File: src/design/ycbcr_to_rgb_pixel_convert_top_macros.svh
// Assertion macros for the YCbCr to RGB pixel converter.
// Used by ycbcr_to_rgb_pixel_convert_top; define NO_ASSERTIONS to drop them.
`ifndef YCBCR_TO_RGB_PIXEL_CONVERT_TOP_MACROS_SVH
`define YCBCR_TO_RGB_PIXEL_CONVERT_TOP_MACROS_SVH

`ifndef NO_ASSERTIONS
`define YCC_ASSERT_SAME(label, clk, rst_n, ante, cons) \
    label: assert property (@(posedge clk) disable iff (!rst_n) (ante) |-> (cons)) \
        else $error("assertion failed");
`define YCC_ASSERT_NEXT(label, clk, rst_n, ante, cons) \
    label: assert property (@(posedge clk) disable iff (!rst_n) (ante) |=> (cons)) \
        else $error("assertion failed");
`else
`define YCC_ASSERT_SAME(label, clk, rst_n, ante, cons)
`define YCC_ASSERT_NEXT(label, clk, rst_n, ante, cons)
`endif

`endif

File: src/design/ycc2rgb_pkg.sv
// Shared types and constants of the YCbCr to RGB pixel converter.
// No dependencies.
package ycc2rgb_pkg;

    typedef logic [7:0] t_byte;

    typedef enum logic [1:0] {
        ORDER_ARGB = 2'd0,
        ORDER_ABGR = 2'd1,
        ORDER_RGBA = 2'd2,
        ORDER_BGRA = 2'd3
    } t_byte_order;

    localparam int unsigned COEF_CR_R_Q16 = 91915;
    localparam int unsigned COEF_CR_G_Q16 = 46818;
    localparam int unsigned COEF_CB_G_Q16 = 22526;
    localparam int unsigned COEF_CB_B_Q16 = 115992;
    localparam int unsigned COEF_REF_FRAC = 16;

    localparam int unsigned SAMPLE_W = 13;
    localparam t_byte       ALPHA    = 8'hFF;

endpackage

File: src/design/ycc2rgb_clamp.sv
// Channel back-conversion: fixed-point accumulator to a clamped 8-bit value.
// Depends on ycc2rgb_pkg.
module ycc2rgb_clamp
    import ycc2rgb_pkg::*;
#(
    parameter int ACC_W     = 34,
    parameter int FRAC_BITS = 16
) (
    input  logic signed [ACC_W-1:0] i_acc,
    output t_byte                   o_byte
);

    // acc >>> FRAC_BITS, keep 16 bits, >>> 5: bits [FRAC_BITS+15:FRAC_BITS+5]
    logic signed [10:0] w_chan;

    assign w_chan = i_acc[FRAC_BITS+15:FRAC_BITS+5];

    always_comb begin
        if (w_chan[10]) begin
            o_byte = 8'd0;
        end else if (w_chan[9:8] != 2'b00) begin
            o_byte = 8'hFF;
        end else begin
            o_byte = w_chan[7:0];
        end
    end

endmodule

File: src/design/ycbcr_to_rgb_pixel_convert_top.sv
// Top level of the YCbCr to RGB pixel converter: stream in, stream out.
// Depends on ycc2rgb_pkg, ycc2rgb_clamp and the assertion macro header.
//
// One pixel of signed 8.5 Y, Cb, Cr enters per transaction and leaves as
// four bytes (R, G, B and alpha 0xFF) in the order set by the byte_order
// register. Throughput is one pixel per clock while the output is not stalled.
// The pipeline has three register stages (input register, product register,
// output register): o_m_axis_tvalid is driven by the output register, so a
// pixel passes the input and product registers before it is offered. Each
// stage holds while the next is full and stalled, so the input side keeps
// taking pixels while bubbles remain in the pipeline.
// byte_order is to be written only while the pipeline is empty.
`include "ycbcr_to_rgb_pixel_convert_top_macros.svh"

module ycbcr_to_rgb_pixel_convert_top
    import ycc2rgb_pkg::*;
#(
    parameter int FRAC_BITS = 16
) (
    input  logic        i_clk,
    input  logic        i_rst_n,
    input  logic        i_cfg_wr_en,
    input  logic [1:0]  i_cfg_wr_data,
    input  logic        i_s_axis_tvalid,
    output logic        o_s_axis_tready,
    // [12:0] luma, [25:13] chroma_blue, [38:26] chroma_red, [39] zero
    input  logic [39:0] i_s_axis_tdata,
    output logic        o_m_axis_tvalid,
    input  logic        i_m_axis_tready,
    // [7:0] out_byte0, [15:8] out_byte1, [23:16] out_byte2, [31:24] out_byte3
    output logic [31:0] o_m_axis_tdata
);

    localparam int COEF_W = FRAC_BITS + 2;
    localparam int PROD_W = SAMPLE_W + COEF_W;
    localparam int ACC_W  = FRAC_BITS + 18;
    localparam int SHIFT  = COEF_REF_FRAC - FRAC_BITS;

    localparam logic signed [COEF_W-1:0] C_CR_R = COEF_W'(COEF_CR_R_Q16 >> SHIFT);
    localparam logic signed [COEF_W-1:0] C_CR_G = COEF_W'(COEF_CR_G_Q16 >> SHIFT);
    localparam logic signed [COEF_W-1:0] C_CB_G = COEF_W'(COEF_CB_G_Q16 >> SHIFT);
    localparam logic signed [COEF_W-1:0] C_CB_B = COEF_W'(COEF_CB_B_Q16 >> SHIFT);

    t_byte_order r_byte_order;

    logic w_adv1, w_adv2, w_adv3;

    logic                        r_vld1;
    logic signed [SAMPLE_W-1:0]  r_luma, r_cb, r_cr;

    logic                        r_vld2;
    logic [SAMPLE_W-1:0]         r_y;
    logic signed [PROD_W-1:0]    r_p_crr, r_p_crg, r_p_cbg, r_p_cbb;
    logic signed [PROD_W-1:0]    n_p_crr, n_p_crg, n_p_cbg, n_p_cbb;

    logic                        r_vld3;
    logic [31:0]                 r_tdata;
    logic [31:0]                 n_tdata;

    logic signed [ACC_W-1:0]     w_y_acc, w_crr, w_crg, w_cbg, w_cbb;
    logic signed [ACC_W-1:0]     w_acc_r, w_acc_g, w_acc_b;
    t_byte                       w_r, w_g, w_b;

    // stall chain
    assign w_adv3 = !r_vld3 || i_m_axis_tready;
    assign w_adv2 = !r_vld2 || w_adv3;
    assign w_adv1 = !r_vld1 || w_adv2;

    assign o_s_axis_tready = w_adv1;
    assign o_m_axis_tvalid = r_vld3;
    assign o_m_axis_tdata  = r_tdata;

    always_ff @(posedge i_clk) begin
        if (!i_rst_n) begin
            r_byte_order <= ORDER_ARGB;
        end else if (i_cfg_wr_en) begin
            r_byte_order <= t_byte_order'(i_cfg_wr_data);
        end
    end

    // stage 1: input register
    always_ff @(posedge i_clk) begin
        if (!i_rst_n) begin
            r_vld1 <= 1'b0;
        end else if (w_adv1) begin
            r_vld1 <= i_s_axis_tvalid;
        end
    end

    always_ff @(posedge i_clk) begin
        if (w_adv1 && i_s_axis_tvalid) begin
            r_luma <= i_s_axis_tdata[12:0];
            r_cb   <= i_s_axis_tdata[25:13];
            r_cr   <= i_s_axis_tdata[38:26];
        end
    end

    // stage 2: constant products; luma + 4096 is luma with its sign bit flipped
    assign n_p_crr = r_cr * C_CR_R;
    assign n_p_crg = r_cr * C_CR_G;
    assign n_p_cbg = r_cb * C_CB_G;
    assign n_p_cbb = r_cb * C_CB_B;

    always_ff @(posedge i_clk) begin
        if (!i_rst_n) begin
            r_vld2 <= 1'b0;
        end else if (w_adv2) begin
            r_vld2 <= r_vld1;
        end
    end

    always_ff @(posedge i_clk) begin
        if (w_adv2 && r_vld1) begin
            r_y     <= {~r_luma[SAMPLE_W-1], r_luma[SAMPLE_W-2:0]};
            r_p_crr <= n_p_crr;
            r_p_crg <= n_p_crg;
            r_p_cbg <= n_p_cbg;
            r_p_cbb <= n_p_cbb;
        end
    end

    // stage 3: sums, clamp, byte order
    assign w_y_acc = {{(ACC_W-SAMPLE_W-FRAC_BITS){1'b0}}, r_y, {FRAC_BITS{1'b0}}};
    assign w_crr   = {{(ACC_W-PROD_W){r_p_crr[PROD_W-1]}}, r_p_crr};
    assign w_crg   = {{(ACC_W-PROD_W){r_p_crg[PROD_W-1]}}, r_p_crg};
    assign w_cbg   = {{(ACC_W-PROD_W){r_p_cbg[PROD_W-1]}}, r_p_cbg};
    assign w_cbb   = {{(ACC_W-PROD_W){r_p_cbb[PROD_W-1]}}, r_p_cbb};

    assign w_acc_r = w_y_acc + w_crr;
    assign w_acc_g = w_y_acc - w_cbg - w_crg;
    assign w_acc_b = w_y_acc + w_cbb;

    ycc2rgb_clamp #(.ACC_W(ACC_W), .FRAC_BITS(FRAC_BITS)) u_clamp_r (
        .i_acc  (w_acc_r),
        .o_byte (w_r)
    );

    ycc2rgb_clamp #(.ACC_W(ACC_W), .FRAC_BITS(FRAC_BITS)) u_clamp_g (
        .i_acc  (w_acc_g),
        .o_byte (w_g)
    );

    ycc2rgb_clamp #(.ACC_W(ACC_W), .FRAC_BITS(FRAC_BITS)) u_clamp_b (
        .i_acc  (w_acc_b),
        .o_byte (w_b)
    );

    always_comb begin
        case (r_byte_order)
            ORDER_ARGB: begin
                n_tdata = {w_b, w_g, w_r, ALPHA};
            end
            ORDER_ABGR: begin
                n_tdata = {w_r, w_g, w_b, ALPHA};
            end
            ORDER_RGBA: begin
                n_tdata = {ALPHA, w_b, w_g, w_r};
            end
            default: begin
                n_tdata = {ALPHA, w_r, w_g, w_b};
            end
        endcase
    end

    always_ff @(posedge i_clk) begin
        if (!i_rst_n) begin
            r_vld3 <= 1'b0;
        end else if (w_adv3) begin
            r_vld3 <= r_vld2;
        end
    end

    always_ff @(posedge i_clk) begin
        if (w_adv3 && r_vld2) begin
            r_tdata <= n_tdata;
        end
    end

    `YCC_ASSERT_NEXT(a_in_to_stage1, i_clk, i_rst_n, i_s_axis_tvalid && o_s_axis_tready, r_vld1)
    `YCC_ASSERT_NEXT(a_stage2_holds, i_clk, i_rst_n, r_vld2 && !w_adv3, r_vld2 && r_vld3)
    `YCC_ASSERT_SAME(a_alpha_low, i_clk, i_rst_n, r_vld3 && (r_byte_order == ORDER_ARGB || r_byte_order == ORDER_ABGR), r_tdata[7:0] == ALPHA)
    `YCC_ASSERT_SAME(a_alpha_high, i_clk, i_rst_n, r_vld3 && (r_byte_order == ORDER_RGBA || r_byte_order == ORDER_BGRA), r_tdata[31:24] == ALPHA)

endmodule
File: config.mk
export PLATFORM = sky130hd
export DESIGN_NAME = ycbcr_to_rgb_pixel_convert_top
export DESIGN_NICKNAME = d
export VERILOG_FILES = /design/src/design/ycc2rgb_pkg.sv /design/src/design/ycc2rgb_clamp.sv /design/src/design/ycbcr_to_rgb_pixel_convert_top.sv
export VERILOG_INCLUDE_DIRS = /design/src /design/src/design
export SDC_FILE = /design/constraint.sdc
export NUM_CORES = 1
export LEC_CHECK = 0
export ABC_AREA = 1
export BUFFER_PORTS_ARGS = -buffer_cell sky130_fd_sc_hd__buf_4
export CAP_MARGIN = 20
export CORE_ASPECT_RATIO = 0.9
export CORE_MARGIN = 1.5
export CORE_UTILIZATION = 39
export CTS_BUF_LIST = sky130_fd_sc_hd__clkbuf_4 sky130_fd_sc_hd__clkbuf_8 sky130_fd_sc_hd__clkbuf_16
export CTS_CLUSTER_DIAMETER = 80
export DETAILED_ROUTE_END_ITERATION = 16
export HOLD_SLACK_MARGIN = 0.15
export SETUP_SLACK_MARGIN = 0.02
export SKIP_LAST_GASP = 1
export SLEW_MARGIN = 30
export SYNTH_ARGS = -nofsm -noshare
export SYNTH_HDL_FRONTEND = slang
export SYNTH_SLANG_ARGS = --single-unit
File: constraint.sdc
create_clock -name i_clk -period 6.55 [get_ports i_clk]
set_input_delay 1.965 -clock i_clk [delete_from_list [all_inputs] [get_ports i_clk]]
set_output_delay 1.965 -clock i_clk [all_outputs]
set_load 0.01 [all_outputs]
# [Word level (Yosys, flattened, before mapping)]
# Index checks and enable logic that the tools add are counted.
[classes] multipliers=4 reduce_logical=13 mux=7 bitwise=1 eq_ne=2 addsub=4
[ops] operator="$pmux W32 S3" n=1
[ops] operator="$add A30 B31 Y32" n=2
[ops] operator="$mul A13 B15 Y28 const B" n=2
[ops] operator="$mux W8" n=6
[ops] operator="$sub A31 B30 Y32" n=1
[ops] operator="$mul A13 B18 Y31 const B" n=1
[ops] operator="$sub A30 B29 Y31" n=1
[ops] operator="$mul A13 B16 Y29 const B" n=1
[ops] operator="$reduce_bool A2 Y1" n=3
[ops] operator="$logic_and A1 B1 Y1" n=3
[ops] operator="$logic_not A1 Y1" n=3
[ops] operator="$logic_or A1 B1 Y1" n=3
[ops] operator="$eq A2 B1 Y1 const B" n=1
[ops] operator="$eq A2 B2 Y1 const B" n=1
[ops] operator="$logic_not A2 Y1" n=1
[ops] operator="$not A1 Y1" n=1
[totals] wordCells=44 ff_bits=205 out_inout_bits=34

# [Depth between registers and ports, before layout]
[logic_depth] word_depth=6 ltp_mapped=23 depth_no_buf=23

# [Hierarchy]
# From an unflattened synthesis, not the netlist that was laid out.
[unflattened] cells_unflattened=3178 hier_area_um2=26550.5
[modules_own_cells] module="ycbcr_to_rgb_pixel_convert_top" n_inst=1 area_per_inst_um2=26291.5 cells_per_inst=3124 seq_area_each_um2=6015.8
[modules_own_cells] module="ycc2rgb_clamp" n_inst=3 area_per_inst_um2=86.3 cells_per_inst=18 seq_area_each_um2=0.0

# [Worst setup path after synthesis]
# OpenSTA, ideal clock, no wires.
[synth_path] path_kind="register to register" from="register r_cb[5]" to="register r_p_cbg[26] (data pin)" path_slack_ns=1.215 path_stages_with_launch=20 arrival_time_ns=5.071 n_path_buf=0 required_ns=6.286 cell_sequence="edfxtp_1 inv_1 fa_1 xnor2_1 ha_1 a21oi_1 fa_1 fa_1 fa_1 inv_1 fa_1 ha_1 a21oi_1 o21ai_0 inv_1 nand2_1 nand2_1 nand3_1 a31oi_1 xor2_1"
[synth_via] elab_chain_len=1
[synth_lines] element="start, declared" line="ycbcr_to_rgb_pixel_convert_top.sv:49" rtl="logic signed [SAMPLE_W-1:0] r_luma, r_cb, r_cr;"
[synth_lines] element="start signal, assigned" line="ycbcr_to_rgb_pixel_convert_top.sv:93" rtl="r_cb <= i_s_axis_tdata[25:13];"
[synth_lines] element="$mul A13 B15 Y28" line="ycbcr_to_rgb_pixel_convert_top.sv:101" rtl="assign n_p_cbg = r_cb * C_CB_G;"
[synth_lines] element="via n_p_cbg[26]" line="ycbcr_to_rgb_pixel_convert_top.sv:54" rtl="logic signed [PROD_W-1:0] n_p_crr, n_p_crg, n_p_cbg, n_p_cbb;"
[synth_lines] element="end signal, assigned" line="ycbcr_to_rgb_pixel_convert_top.sv:117" rtl="r_p_cbg <= n_p_cbg;"
[synth_lines] element="end, declared" line="ycbcr_to_rgb_pixel_convert_top.sv:53" rtl="logic signed [PROD_W-1:0] r_p_crr, r_p_crg, r_p_cbg, r_p_cbb;"
# The timed path passes the listed nets, and every way through them passes these cells.
# A chain may end at the register's enable or synchronous reset.

# [Final worst setup path]
[layout_path] from="register r_cb[3]" to="register r_p_cbg[22] (data pin)"
# Same word-level chain as after synthesis.

==> metrics.yaml <==
clocking:
  cts_tree: "yes"
  cts_buffers: 17
  post_cts_buffers: 0
  insertion_delay_ns: 0.50
  cts_root_buf: "clkbuf_16"
  clk_pin_slew_ns: 0.08
  ctsHoldBuffers: 0
  cts.sinks: 176
  htreeDepth: 4
  cts_buffer_depth: 2
  cts-resized-gates: 0
placed_design:
  place_ws_ns: 0.791
  place_hpwl_um: 49900
  numPortBuffers: 79
  globalplace.congestion: 0.938
layout:
  fill_cells: 6071
  drive_gt1_frac: 0.0541
  area_growth_pct: 9.49
  multiInputGateArea_um2: 16500
  nets: 3639
  seqCellArea_um2: 5240
worst_setup_path:
  path_max_fanout: 6
  start_kind: "flip-flop"
  worstPathRequired_ns: 6.87
  worstSetupEndpointType: "flip-flop"
  timing_worst_setup_path_type: "flip-flop to flip-flop"
  crit_arrival_ns: 6.20
logic_synthesis:
  synth.most_common_cell: "inv_1"
  yosysTopAreaCell: "ha_1"
  synth_area_um2: 24200
  ys_seq_elements: 176
  synth_top_area_share: 0.245
  synth_area_per_cell_um2: 8.67
  synth-seq-area-share: 0.216
  syn-num-nets: 3537
  synth_common_cells: "inv_1 (654), nand2_1 (540), ha_1 (474), fa_1 (227), edfxtp_1 (171)"
  syn_inst: 2789
  async_flop_share: 0
  synth_cell_types: 41
  yosys-top-cells-area: "ha_1 (25%), edfxtp_1 (21%), fa_1 (19%)"
  ys_warn_count: 0
  synth_edf_count: 171
  synth_ff_type: "edfxtp_1"
timing:
  maxSlewHeadroom: 0.481
  min_period_over_period: 0.898
  worst_slack_ns: 0.666
  rsz0062_at_grt: "false"
  finClkSkew_ns: 0.0248
  final.setup.tns_ns: 0
  hold_viol: 0
  min_period_ns: 5.88
  drv_slew: 0
  setup_viol: 0
  fmax_mhz: 170
  tightest_slew_ns: 0.776
floorplanning:
  pin_count: 81
  die_y_um: 239
  chipWidth_um: 266
  coreArea_um2: 61300
  rows: 86
  start_util: 0.394
  die_area_um2: 63500
detailed_routing:
  drt_wl_total_um: 58100
  ant_nets: 0
  detail_route.drc_violations: 0
  wl_per_cell_um: 15.7
  drt-vias-per-instance: 4.88
  via_count: 18025
  drtIter0Drc: 1189
  firstDrtPassIters: 6
global_route:
  grt_pass1_wl_um: 94300
  overflow: 0
  grt_pass1_vias: 17732
  grt_max_degree: 74
  grt_antenna_before_repair: 0
  grt_util_all_layers: 0.192
run:
  max-cap-violations: 0
min_path:
  hp-class: "flip-flop to flip-flop"
outcome:
  status: "finished, final reports clean"
kinds of logic after synthesis:
family | after synthesis | share of synthesized area
buffers and inverters | 666 | 0.104
XOR/XNOR | 83 | 0.0300
AND/OR/NAND/NOR | 903 | 0.158
flip-flops | 176 | 0.216
AO/OA/AOI/OAI | 260 | 0.0589
adder cells (fa/ha/maj) | 701 | 0.433
cells in the final DEF, fill, tap and decap left out, drive strengths merged, types with 5 or more instances in the layout:
| cell type | instances |
|---|---|
| o211ai | 7 |
| a21oi | 142 |
| nand3b | 12 |
| edfxtp | 171 |
| fa | 227 |
| buf | 93 |
| a31oi | 10 |
| inv | 662 |
| xnor2 | 31 |
| nand2 | 554 |
| or2 | 8 |
| nor3 | 24 |
| clkinv | 7 |
| nand4 | 17 |
| o21ai | 66 |
| clkbuf | 17 |
| dfxtp | 5 |
| xor2 | 52 |
| nor2 | 135 |
| a21o | 8 |
| nand3 | 143 |
| a211oi | 5 |
| ha | 474 |
| o21bai | 12 |
| nor4 | 6 |
sequential cells by signal (all words and copies together), names as in the netlist:
name / cells
r_p_cbg: 26
r_byte_order: 2
r_vld1: 1
o_m_axis_tvalid: 1
r_p_crr: 16
r_vld2: 1
o_m_axis_tdata: 32
r_luma: 13
r_p_crg: 28
r_cb: 13
r_y: 13
r_cr: 13
r_p_cbb: 17
area by class of cell:
class | count | share of cell area
antenna | 1 | 0.0000945
inverter | 656 | 0.0931
clock inverter | 15 | 0.00619
tap | 792 | 0.0374
timing repair buffer | 93 | 0.0279
sequential | 176 | 0.198
multi-input combinational | 1947 | 0.622
clock buffer | 17 | 0.0161
critical path: stages (launching register included):
cell	delay, ns
edfxtp_1	0.53
inv_1	0.24
fa_1	0.50
fa_1	0.56
inv_1	0.11
fa_1	0.48
inv_1	0.08
fa_1	0.53
inv_1	0.05
fa_1	0.45
ha_1	0.29
ha_1	0.36
a21oi_1	0.10
o21ai_0	0.39
a21oi_1	0.18
o21ai_0	0.40
nand3_1	0.12
nand4_1	0.12
xor2_1	0.20
routing by layer:
| layer | track usage | part of all wire |
|---|---|---|
| met5 | 0 | 0 |
| met2 | 0.297 | 0.43 |
| met3 | 0.0322 | 0.052 |
| met4 | 0.0455 | 0.016 |
| met1 | 0.278 | 0.50 |
path summary, 6_finish.rpt:
check | start | end | slack [ns] | cells past startpoint
max | r_cb[3]$_DFFE_PP_ | r_p_cbg[22]$_DFFE_PP_ | 0.67 | 18
min | r_luma[4]$_DFFE_PP_ | r_y[4]$_DFFE_PP_ | 0.42 | 0
max reg2reg | r_cb[3]$_DFFE_PP_ | r_p_cbg[22]$_DFFE_PP_ | 0.67 | 18
min reg2reg | r_luma[4]$_DFFE_PP_ | r_y[4]$_DFFE_PP_ | 0.42 | 0
per-stage QoR:
stage | area [um2] | hold WS (ns) | cells | util
6_report | 26500 | 0.424 | 3697 | 0.432
4_1_cts | 26400 | 0.424 | 3694 | 0.431
5_1_grt | 26500 | 0.433 | 3696 | 0.432
2_1_floorplan | 24200 | 0.400 | 2789 | -
3_3_place_gp | 25800 | 0.404 | 3662 | 0.421
3_5_place_dp | 25800 | 0.405 | 3662 | 0.421
Power is not shown: default switching activity piles up to over one toggle a cycle in this logic, so the estimate is an artifact.
